**src/sv/csl_pkg.sv**
```systemverilog
package csl_pkg;

    localparam int NUM_KEYWORDS = 11;
    localparam int TEXT_CHARS   = 8;

    typedef enum logic [2:0] {
        M_IDLE = 3'd0,
        M_WORD = 3'd1,
        M_INT  = 3'd2,
        M_REAL = 3'd3,
        M_EQ   = 3'd4,
        M_LT   = 3'd5,
        M_GT   = 3'd6
    } scan_mode_t;

    localparam logic [5:0] K_UNDEF = 6'd0;
    localparam logic [5:0] K_IDENT = 6'd12;
    localparam logic [5:0] K_INT   = 6'd13;
    localparam logic [5:0] K_REAL  = 6'd14;
    localparam logic [5:0] K_PLUS  = 6'd15;
    localparam logic [5:0] K_MINUS = 6'd16;
    localparam logic [5:0] K_STAR  = 6'd17;
    localparam logic [5:0] K_SLASH = 6'd18;
    localparam logic [5:0] K_ASSIGN = 6'd19;
    localparam logic [5:0] K_EQEQ  = 6'd20;
    localparam logic [5:0] K_LT    = 6'd21;
    localparam logic [5:0] K_LE    = 6'd22;
    localparam logic [5:0] K_GT    = 6'd23;
    localparam logic [5:0] K_GE    = 6'd24;
    localparam logic [5:0] K_LPAR  = 6'd25;
    localparam logic [5:0] K_RPAR  = 6'd26;
    localparam logic [5:0] K_LBRK  = 6'd27;
    localparam logic [5:0] K_RBRK  = 6'd28;
    localparam logic [5:0] K_LBRC  = 6'd29;
    localparam logic [5:0] K_RBRC  = 6'd30;
    localparam logic [5:0] K_COMMA = 6'd31;
    localparam logic [5:0] K_SEMI  = 6'd32;

    localparam logic [7:0] C_DOT = 8'h2E;
    localparam logic [7:0] C_EQ  = 8'h3D;
    localparam logic [7:0] C_NL  = 8'h0A;
    localparam logic [7:0] C_TAB = 8'h09;
    localparam logic [7:0] C_SP  = 8'h20;
    localparam logic [7:0] C_LT  = 8'h3C;
    localparam logic [7:0] C_GT  = 8'h3E;

    // Keyword table: packed text (first char in low byte) and length.
    localparam logic [63:0] KW_TEXT [16] = '{
        64'h00000000_64696F76, 64'h00000000_6E69616D, 64'h00000000_00746E69,
        64'h0000656C_62756F64, 64'h00000000_00726F66, 64'h00000065_6C696877,
        64'h00006863_74697773, 64'h00000000_65736163, 64'h00000000_00006669,
        64'h00000000_65736C65, 64'h00006E72_75746572, 64'h0, 64'h0, 64'h0,
        64'h0, 64'h0
    };
    localparam logic [7:0] KW_LEN [16] = '{
        8'd4, 8'd4, 8'd3, 8'd6, 8'd3, 8'd5, 8'd6, 8'd4, 8'd2, 8'd4, 8'd6,
        8'd0, 8'd0, 8'd0, 8'd0, 8'd0
    };

    typedef struct packed {
        logic [7:0] ch;
        logic       end_of_text;
    } in_item_t;

    typedef struct packed {
        logic [5:0]  token_kind;
        logic [15:0] line_number;
        logic [63:0] token_text;
        logic [7:0]  text_length;
        logic        text_truncated;
        logic [31:0] digit_value;
        logic [7:0]  fraction_digits;
        logic        value_saturated;
        logic        last_of_run;
    } out_item_t;

endpackage

```
**src/sv/c_subset_lexer.sv**
```systemverilog
// Streaming tokenizer for a small C subset.
// in channel: one source byte per transfer (in_valid/in_ready, payload
// in_data), with end_of_text on the last byte to flush any pending token.
// out channel: token items (out_valid/out_ready, payload out_data); one
// byte gives zero, one or two tokens, last_of_run marks the final one.
// Throughput: one byte per cycle while the receiver keeps up and the byte
// yields at most one token; after a byte that yields two tokens the next byte
// waits until the held second token has moved into the single output register.
// A byte's first token is on out_data in the cycle after the byte is taken.
// The scan state updates in the same cycle the byte is taken, so the
// keyword compares and the digit multiply-by-ten sit in one stage.
// Reset: scanner idle, pending token cleared, line count one, no output.
// Receiver stall: out_data holds; in_ready stays high while the output
// slot and second-token slot can absorb the next byte's tokens.
module c_subset_lexer
    import csl_pkg::*;
(
    input  logic      clk,
    input  logic      rst_n,
    input  logic      in_valid,
    output logic      in_ready,
    input  in_item_t  in_data,
    output logic      out_valid,
    input  logic      out_ready,
    output out_item_t out_data
);

    scan_mode_t  mode_reg, mode_next;
    logic [63:0] text_reg, text_next;
    logic [7:0]  len_reg, len_next;
    logic [31:0] val_reg, val_next;
    logic [7:0]  frac_reg, frac_next;
    logic        sat_reg, sat_next;
    logic [15:0] line_reg, line_next;

    out_item_t   out_reg;
    logic        out_v_reg;
    out_item_t   hold_reg;
    logic        hold_v_reg;

    out_item_t   t0, t1;
    logic        v0, v1;

    logic        accept;
    logic        out_free;

    assign out_valid = out_v_reg;
    assign out_data  = out_reg;
    assign out_free  = !out_v_reg || out_ready;
    // Space for two tokens exists when nothing is held and the output slot frees.
    assign in_ready  = !hold_v_reg && out_free;
    assign accept    = in_valid && in_ready;

    function automatic logic is_letter(input logic [7:0] c);
        return (c >= 8'h61 && c <= 8'h7A) || (c >= 8'h41 && c <= 8'h5A);
    endfunction

    function automatic logic is_digit(input logic [7:0] c);
        return c >= 8'h30 && c <= 8'h39;
    endfunction

    // Scanner next state and the tokens emitted by the current byte.
    always_comb
    begin
        logic [7:0]  c;
        logic        done;
        logic [5:0]  kind;
        logic [35:0] prod;
        scanner_vars : begin end
        c = in_data.ch;
        mode_next = mode_reg;
        text_next = text_reg;
        len_next  = len_reg;
        val_next  = val_reg;
        frac_next = frac_reg;
        sat_next  = sat_reg;
        line_next = line_reg;
        done = 1'b0;
        kind = K_UNDEF;
        prod = '0;
        v0 = 1'b0;
        v1 = 1'b0;
        t0 = '0;
        t1 = '0;

        unique case (mode_reg)
            M_WORD:
                if (is_letter(c) || is_digit(c)) done = 1'b1;
            M_INT:
                if (is_digit(c) || c == C_DOT) done = 1'b1;
            M_REAL:
                if (is_digit(c)) done = 1'b1;
            M_EQ, M_LT, M_GT:
                if (c == C_EQ) done = 1'b1;
            default:
                done = 1'b0;
        endcase

        if (done) begin
            // Continue the pending token with this byte.
            if (len_reg < 8'(TEXT_CHARS))
                text_next = text_reg | (64'(c) << {len_reg[2:0], 3'b000});
            if (len_reg != 8'hFF)
                len_next = len_reg + 8'd1;
            if (is_digit(c) && (mode_reg == M_INT || mode_reg == M_REAL)) begin
                prod = {val_reg, 3'b000} + {2'b00, val_reg, 1'b0} + 36'(c - 8'h30);
                if (prod[35:32] != 4'd0) begin
                    val_next = 32'hFFFFFFFF;
                    sat_next = 1'b1;
                end else begin
                    val_next = prod[31:0];
                end
            end
            if (mode_reg == M_INT && c == C_DOT)
                mode_next = M_REAL;
            if (mode_reg == M_REAL && frac_reg != 8'hFF)
                frac_next = frac_reg + 8'd1;
            if (mode_reg == M_EQ || mode_reg == M_LT || mode_reg == M_GT) begin
                v0 = 1'b1;
                t0.token_kind  = (mode_reg == M_EQ) ? K_EQEQ
                               : (mode_reg == M_LT) ? K_LE : K_GE;
                t0.line_number = line_reg;
                t0.token_text  = text_next;
                t0.text_length = len_next;
                t0.text_truncated = len_next > 8'(TEXT_CHARS);
                mode_next = M_IDLE;
                text_next = '0; len_next = '0; val_next = '0;
                frac_next = '0; sat_next = 1'b0;
            end
        end else begin
            // Flush whatever was pending.
            if (mode_reg != M_IDLE) begin
                v0 = 1'b1;
                t0.line_number    = line_reg;
                t0.token_text     = text_reg;
                t0.text_length    = len_reg;
                t0.text_truncated = len_reg > 8'(TEXT_CHARS);
                unique case (mode_reg)
                    M_WORD:
                    begin
                        t0.token_kind = K_IDENT;
                        for (int i = NUM_KEYWORDS - 1; i >= 0; i--)
                            if (KW_LEN[i] != 8'd0 && KW_LEN[i] == len_reg &&
                                KW_TEXT[i] == text_reg)
                                t0.token_kind = 6'(i + 1);
                    end
                    M_INT:
                    begin
                        t0.token_kind = K_INT;
                        t0.digit_value = val_reg;
                        t0.value_saturated = sat_reg;
                    end
                    M_REAL:
                    begin
                        t0.token_kind = K_REAL;
                        t0.digit_value = val_reg;
                        t0.fraction_digits = frac_reg;
                        t0.value_saturated = sat_reg;
                    end
                    M_EQ:    t0.token_kind = K_ASSIGN;
                    M_LT:    t0.token_kind = K_LT;
                    default: t0.token_kind = K_GT;
                endcase
            end
            mode_next = M_IDLE;
            text_next = '0; len_next = '0; val_next = '0;
            frac_next = '0; sat_next = 1'b0;

            // Scan the byte afresh.
            if (c == C_SP || c == C_TAB) begin
                kind = K_UNDEF;
            end else if (c == C_NL) begin
                if (line_reg != 16'hFFFF)
                    line_next = line_reg + 16'd1;
            end else if (is_letter(c) || is_digit(c) ||
                         c == C_EQ || c == C_LT || c == C_GT) begin
                mode_next = is_letter(c) ? M_WORD
                          : is_digit(c)  ? M_INT
                          : (c == C_EQ)  ? M_EQ
                          : (c == C_LT)  ? M_LT : M_GT;
                text_next = 64'(c);
                len_next  = 8'd1;
                if (is_digit(c))
                    val_next = 32'(c - 8'h30);
            end else begin
                case (c)
                    8'h2B:   kind = K_PLUS;
                    8'h2D:   kind = K_MINUS;
                    8'h2A:   kind = K_STAR;
                    8'h2F:   kind = K_SLASH;
                    8'h28:   kind = K_LPAR;
                    8'h29:   kind = K_RPAR;
                    8'h5B:   kind = K_LBRK;
                    8'h5D:   kind = K_RBRK;
                    8'h7B:   kind = K_LBRC;
                    8'h7D:   kind = K_RBRC;
                    8'h2C:   kind = K_COMMA;
                    8'h3B:   kind = K_SEMI;
                    default: kind = K_UNDEF;
                endcase
                v1 = 1'b1;
                t1.token_kind  = kind;
                t1.line_number = line_reg;
                t1.token_text  = 64'(c);
                t1.text_length = 8'd1;
            end
        end

        // End of text flushes the token still pending after this byte.
        if (in_data.end_of_text && mode_next != M_IDLE) begin
            v1 = 1'b1;
            t1 = '0;
            t1.line_number    = line_next;
            t1.token_text     = text_next;
            t1.text_length    = len_next;
            t1.text_truncated = len_next > 8'(TEXT_CHARS);
            unique case (mode_next)
                M_WORD:
                begin
                    t1.token_kind = K_IDENT;
                    for (int i = NUM_KEYWORDS - 1; i >= 0; i--)
                        if (KW_LEN[i] != 8'd0 && KW_LEN[i] == len_next &&
                            KW_TEXT[i] == text_next)
                            t1.token_kind = 6'(i + 1);
                end
                M_INT:
                begin
                    t1.token_kind = K_INT;
                    t1.digit_value = val_next;
                    t1.value_saturated = sat_next;
                end
                M_REAL:
                begin
                    t1.token_kind = K_REAL;
                    t1.digit_value = val_next;
                    t1.fraction_digits = frac_next;
                    t1.value_saturated = sat_next;
                end
                M_EQ:    t1.token_kind = K_ASSIGN;
                M_LT:    t1.token_kind = K_LT;
                default: t1.token_kind = K_GT;
            endcase
            mode_next = M_IDLE;
            text_next = '0; len_next = '0; val_next = '0;
            frac_next = '0; sat_next = 1'b0;
        end

        t0.last_of_run = !v1;
        t1.last_of_run = 1'b1;
    end

    // Scanner state registers.
    always_ff @(posedge clk or negedge rst_n)
    begin
        if (!rst_n) begin
            mode_reg <= M_IDLE;
            text_reg <= '0;
            len_reg  <= '0;
            val_reg  <= '0;
            frac_reg <= '0;
            sat_reg  <= 1'b0;
            line_reg <= 16'd1;
        end else if (accept) begin
            mode_reg <= mode_next;
            text_reg <= text_next;
            len_reg  <= len_next;
            val_reg  <= val_next;
            frac_reg <= frac_next;
            sat_reg  <= sat_next;
            line_reg <= line_next;
        end
    end

    // Output register with one held slot for a second token.
    always_ff @(posedge clk or negedge rst_n)
    begin
        if (!rst_n) begin
            out_v_reg  <= 1'b0;
            hold_v_reg <= 1'b0;
        end else begin
            if (out_free) begin
                if (hold_v_reg) begin
                    out_v_reg  <= 1'b1;
                    hold_v_reg <= 1'b0;
                end else if (accept && (v0 || v1)) begin
                    out_v_reg  <= 1'b1;
                    hold_v_reg <= v0 && v1;
                end else begin
                    out_v_reg <= 1'b0;
                end
            end
        end
    end

    always_ff @(posedge clk)
    begin
        if (out_free) begin
            if (hold_v_reg)
                out_reg <= hold_reg;
            else if (accept)
                out_reg <= v0 ? t0 : t1;
        end
        if (accept && v0 && v1)
            hold_reg <= t1;
    end

`ifndef SYNTHESIS
    // The held slot only ever fills behind a waiting output.
    a_hold_implies_out: assert property (@(posedge clk) disable iff (!rst_n)
        hold_v_reg |-> out_v_reg)
        else $error("held token without output token");

    // A held token is always the last of its run.
    a_hold_last: assert property (@(posedge clk) disable iff (!rst_n)
        hold_v_reg |-> hold_reg.last_of_run)
        else $error("held token not last of run");

    // No byte is taken while a second token waits.
    a_no_accept_hold: assert property (@(posedge clk) disable iff (!rst_n)
        hold_v_reg |-> !in_ready)
        else $error("input accepted with token held");
`endif

endmodule
```
**config.mk**
```make
export PLATFORM = sky130hd
export DESIGN_NAME = c_subset_lexer
export DESIGN_NICKNAME = d
export VERILOG_FILES = /design/src/sv/csl_pkg.sv /design/src/sv/c_subset_lexer.sv
export SDC_FILE = /design/constraint.sdc
export NUM_CORES = 1
export LEC_CHECK = 0
export BUFFER_PORTS_ARGS = -buffer_cell sky130_fd_sc_hd__buf_2
export CORE_MARGIN = 3
export CORE_UTILIZATION = 45
export CTS_CLUSTER_DIAMETER = 30
export CTS_CLUSTER_SIZE = 25
export DETAILED_ROUTE_END_ITERATION = 16
export SLEW_MARGIN = 20
export SYNTH_ARGS = -nofsm -noshare
export SYNTH_HDL_FRONTEND = slang
export SYNTH_SLANG_ARGS = --single-unit
```
**constraint.sdc**
```tcl
create_clock -name clk -period 22 [get_ports clk]
set_clock_uncertainty 0.1 [all_clocks]
set_input_delay 2.2 -clock clk [delete_from_list [all_inputs] [get_ports clk]]
set_output_delay 2.2 -clock clk [all_outputs]
set_load 0.02 [all_outputs]
```
==> results.md <==
* Die Wd at ~240 µm
* Peak supply drop at ~0.00007 V
* TritonCTS clock tree: built
* Slew Limit Fails at 0
* Placed cells at 3162
* Total vias in the final route at 21300
* DRT Pass-1 Iters at 5
* Seq/Total Area, Yosys at 48.7%
* Setup TNS at 0 ns
* Row count at 83
* Max Cap Viol at 0
* Post-synthesis register bit count at 407
* Starting Density at 45.9%
* RePlAce Congestion at 0.945
* Layout overhead on the synthesized area at 20.6%
* Clock Latency Late Sink at 0.65 ns
* # clock sinks at just over 400
* Post-layout nets at 2670
* Transition time of the tightest slew-check pin at 1.21 ns
* CP Cell Sequence: buf_2 > buf_4 > ha_1 > nor2_4 > fa_1 > ha_1 > a2111oi_0 > o21ai_0 > a211oi_1 > a2bb2oi_1 > o21ai_1 > nor3_1 > a311o_1 > nand3_1 > o21ai_0 > o21ai_0
* DPL Wire Length at 59900 µm
* Crit path buf inv count at 2
* Final setup fails at 0
* Post-route antenna net violation count at 0
* Clock-pin slew on the worst setup and hold paths at 0.05 ns
* Core Util, Final at 55.3%
* Hold Crit Class: flip-flop to flip-flop
* Post-Syn Instances at about 2500
* Synth area leaders: edfxtp_1 35%, dfrtp_1 14%, o21ai_0 4.6%
* Pwr dens at 94.6 nW/µm²
* Number of library cell types mapped by synthesis at 89
* IO Port Bufs at 151
* Outcome: completed
* Vias per cell at 6.37
* Vias in the first global route at 20900
* N_diodes at 0
* Die area at 55500 µm²
* Total detailed-routing wirelength at 88200 µm
* Worst setup margin at approximately 13 ns
* Total grt overflow at 0
* Post-layout min period at 8.60 ns
* Share of the synthesized area in the top cell type at between 30 and 40%
* Clk buf depth at 3
* WP data required at 22.24 ns
* Mapped Avg Cell Area at 9.65 µm²
* Cell taking the most area after synthesis: edfxtp_1
* Hold_buf cts at 0
* Largest net degree at the start of global routing at 74
* Post-CTS setup buffers at 0
* Finished Layout Cells at 3342
* Crit. End Element: flip-flop
* Root buffer cell: clkbuf_16
* First-pass GRT wire length at 133000 µm
* Crit path kind: input pin to flip-flop
* Tot Pwr at 2.71 mW
* RSZ-0062 raised after global routing: false
* Relative slew slack at 19.3%
* Leak pwr at 11.0 nW
* CTS HTree Levels at 3
* Synth warn at 0
* Fin crit share at 39.1%
* Net Count, Synth at 2549
* Count leader, synth: nand2_1
* Iteration-0 DRC Markers at 2146
* CP dominant cell by count: o21ai_0
* Chip height at 236 µm
* Async SR Flop Fraction at 32.9%
* Number of CTS-inserted buffers at 95
* Placeable Area at 51700 µm²
* Final-report hold violation count at 0
* Critical-path maximum fanout at 33
* CP Launch Type: input pin
* # IOs at about 150
* Synth cell count leaders: 275 x nand2_1, 273 x edfxtp_1, 243 x nor2_1, 217 x o21ai_0, 140 x clkbuf_1
* Top_reg_cell synth: edfxtp_1
* Worst EP arrival at 8.83 ns
* Avg WL per Cell at between 20 and 30 µm
* Crit-path slowest cell: nand3_1
* Synthesized cell area at ~24000 µm²
* Global Route Usage Sum at 31.3%
* Largest register FFs at 137
* Fmax at 0.116 GHz
* Share of post-route cells with drive strength above 1 at 16.3%
* Post_cts resized at 0
* EDFF count, synth at about 270
* Slowest stage delay, CP at 0.86 ns
* Initial antenna violation count at 1
* Pre-CTS setup slack at 12.99 ns
* DRC at 0
* Crit-path leading delay family: compound AO/OA/AOI/OAI gates
## final cells by class
cell class              count  area (µm²)
clock inverters            62         945
repair buffers            203        1150
fillers                  4586       23100
inverters                  44         165
clock buffers             118        2570
flip-flops and latches    407       11600
multi-input cells        1828       11400
well taps                 680         851
## cell usage in the layout, fill, tap and decap left out, drive strengths merged, types with 9 or more instances in the layout
| cell type | count |
|---|---|
| nand2 | 276 |
| edfxtp | 273 |
| nor2 | 243 |
| o21ai | 229 |
| buf | 203 |
| dfrtp | 133 |
| a21oi | 131 |
| clkbuf | 118 |
| a31oi | 91 |
| nand3 | 63 |
| nor3 | 59 |
| nor4 | 51 |
| ha | 47 |
| inv | 46 |
| a21o | 43 |
| o31ai | 43 |
| nand4 | 40 |
| a22o | 36 |
| a22oi | 36 |
| xnor2 | 32 |
| fa | 31 |
| and2 | 31 |
| nor2b | 27 |
| a211oi | 25 |
| clkinv | 25 |
| and3 | 21 |
| xor2 | 21 |
| nand2b | 21 |
| clkinvlp | 18 |
| bufinv | 17 |
| or4 | 16 |
| o22ai | 15 |
| or3 | 14 |
| a31o | 11 |
| mux2i | 11 |
| nor4b | 11 |
| nor3b | 10 |
| or2 | 9 |
| and4 | 9 |
## through the flow
stage               hold slack (ns)  area, µm²
global placement              0.402      25100
CTS                           0.419      28600
global route                  0.430      28600
finish                        0.421      28600
floorplan                     0.369      23700
detailed placement            0.403      25100
## layer usage
metal  GRT usage, %  vias to the layer above  wire, µm
li1               -                     9509         -
met1           45.9                    10600     39500
met2           46.3                     1050     38300
met3           7.51                      145      8360
met4           9.00                        0      2060
met5              0                        -         0
## power breakdown
part / total [mW] / switching [mW] / leakage (nW) / internal [mW]
Sequential: 0.898 / 0.0249 / 4.38 / 0.873
Clock: 1.51 / 0.477 / 1.64 / 1.04
Combinational: 0.297 / 0.219 / 5.00 / 0.0780
## kinds of logic after synthesis
family          after synthesis  synth area share, %
mux                          19                0.844
buf+inv                     223                 3.81
compound gates              745                 20.2
simple gates                933                 19.4
xor+xnor                     53                 1.96
flops                       407                 48.7
fa+ha+maj                    78                 5.10
## final timing paths
check                      slack, ns  depth (start not counted)          start       endpoint
max reg2reg                    15.73                         14    mode_reg[2]   out_data[42]
max                            13.40                         16     in_data[5]   out_data[31]
min reg2reg                     0.42                          2  hold_reg[112]  out_data[112]
min in group asynchronous       1.46                          1          rst_n    frac_reg[7]
min                             0.42                          2  hold_reg[112]  out_data[112]
max in group asynchronous      18.75                          2          rst_n     len_reg[1]
## worst min-delay path, delay by kind of cell, from the launching register on
| family | cells | cell delay, ns |
|---|---|---|
| flip-flops | 1 | 0.31 |
| AO/OA/AOI/OAI | 1 | 0.05 |
| AND/OR/NAND/NOR | 1 | 0.04 |
Power figures use the tool's default switching activity.
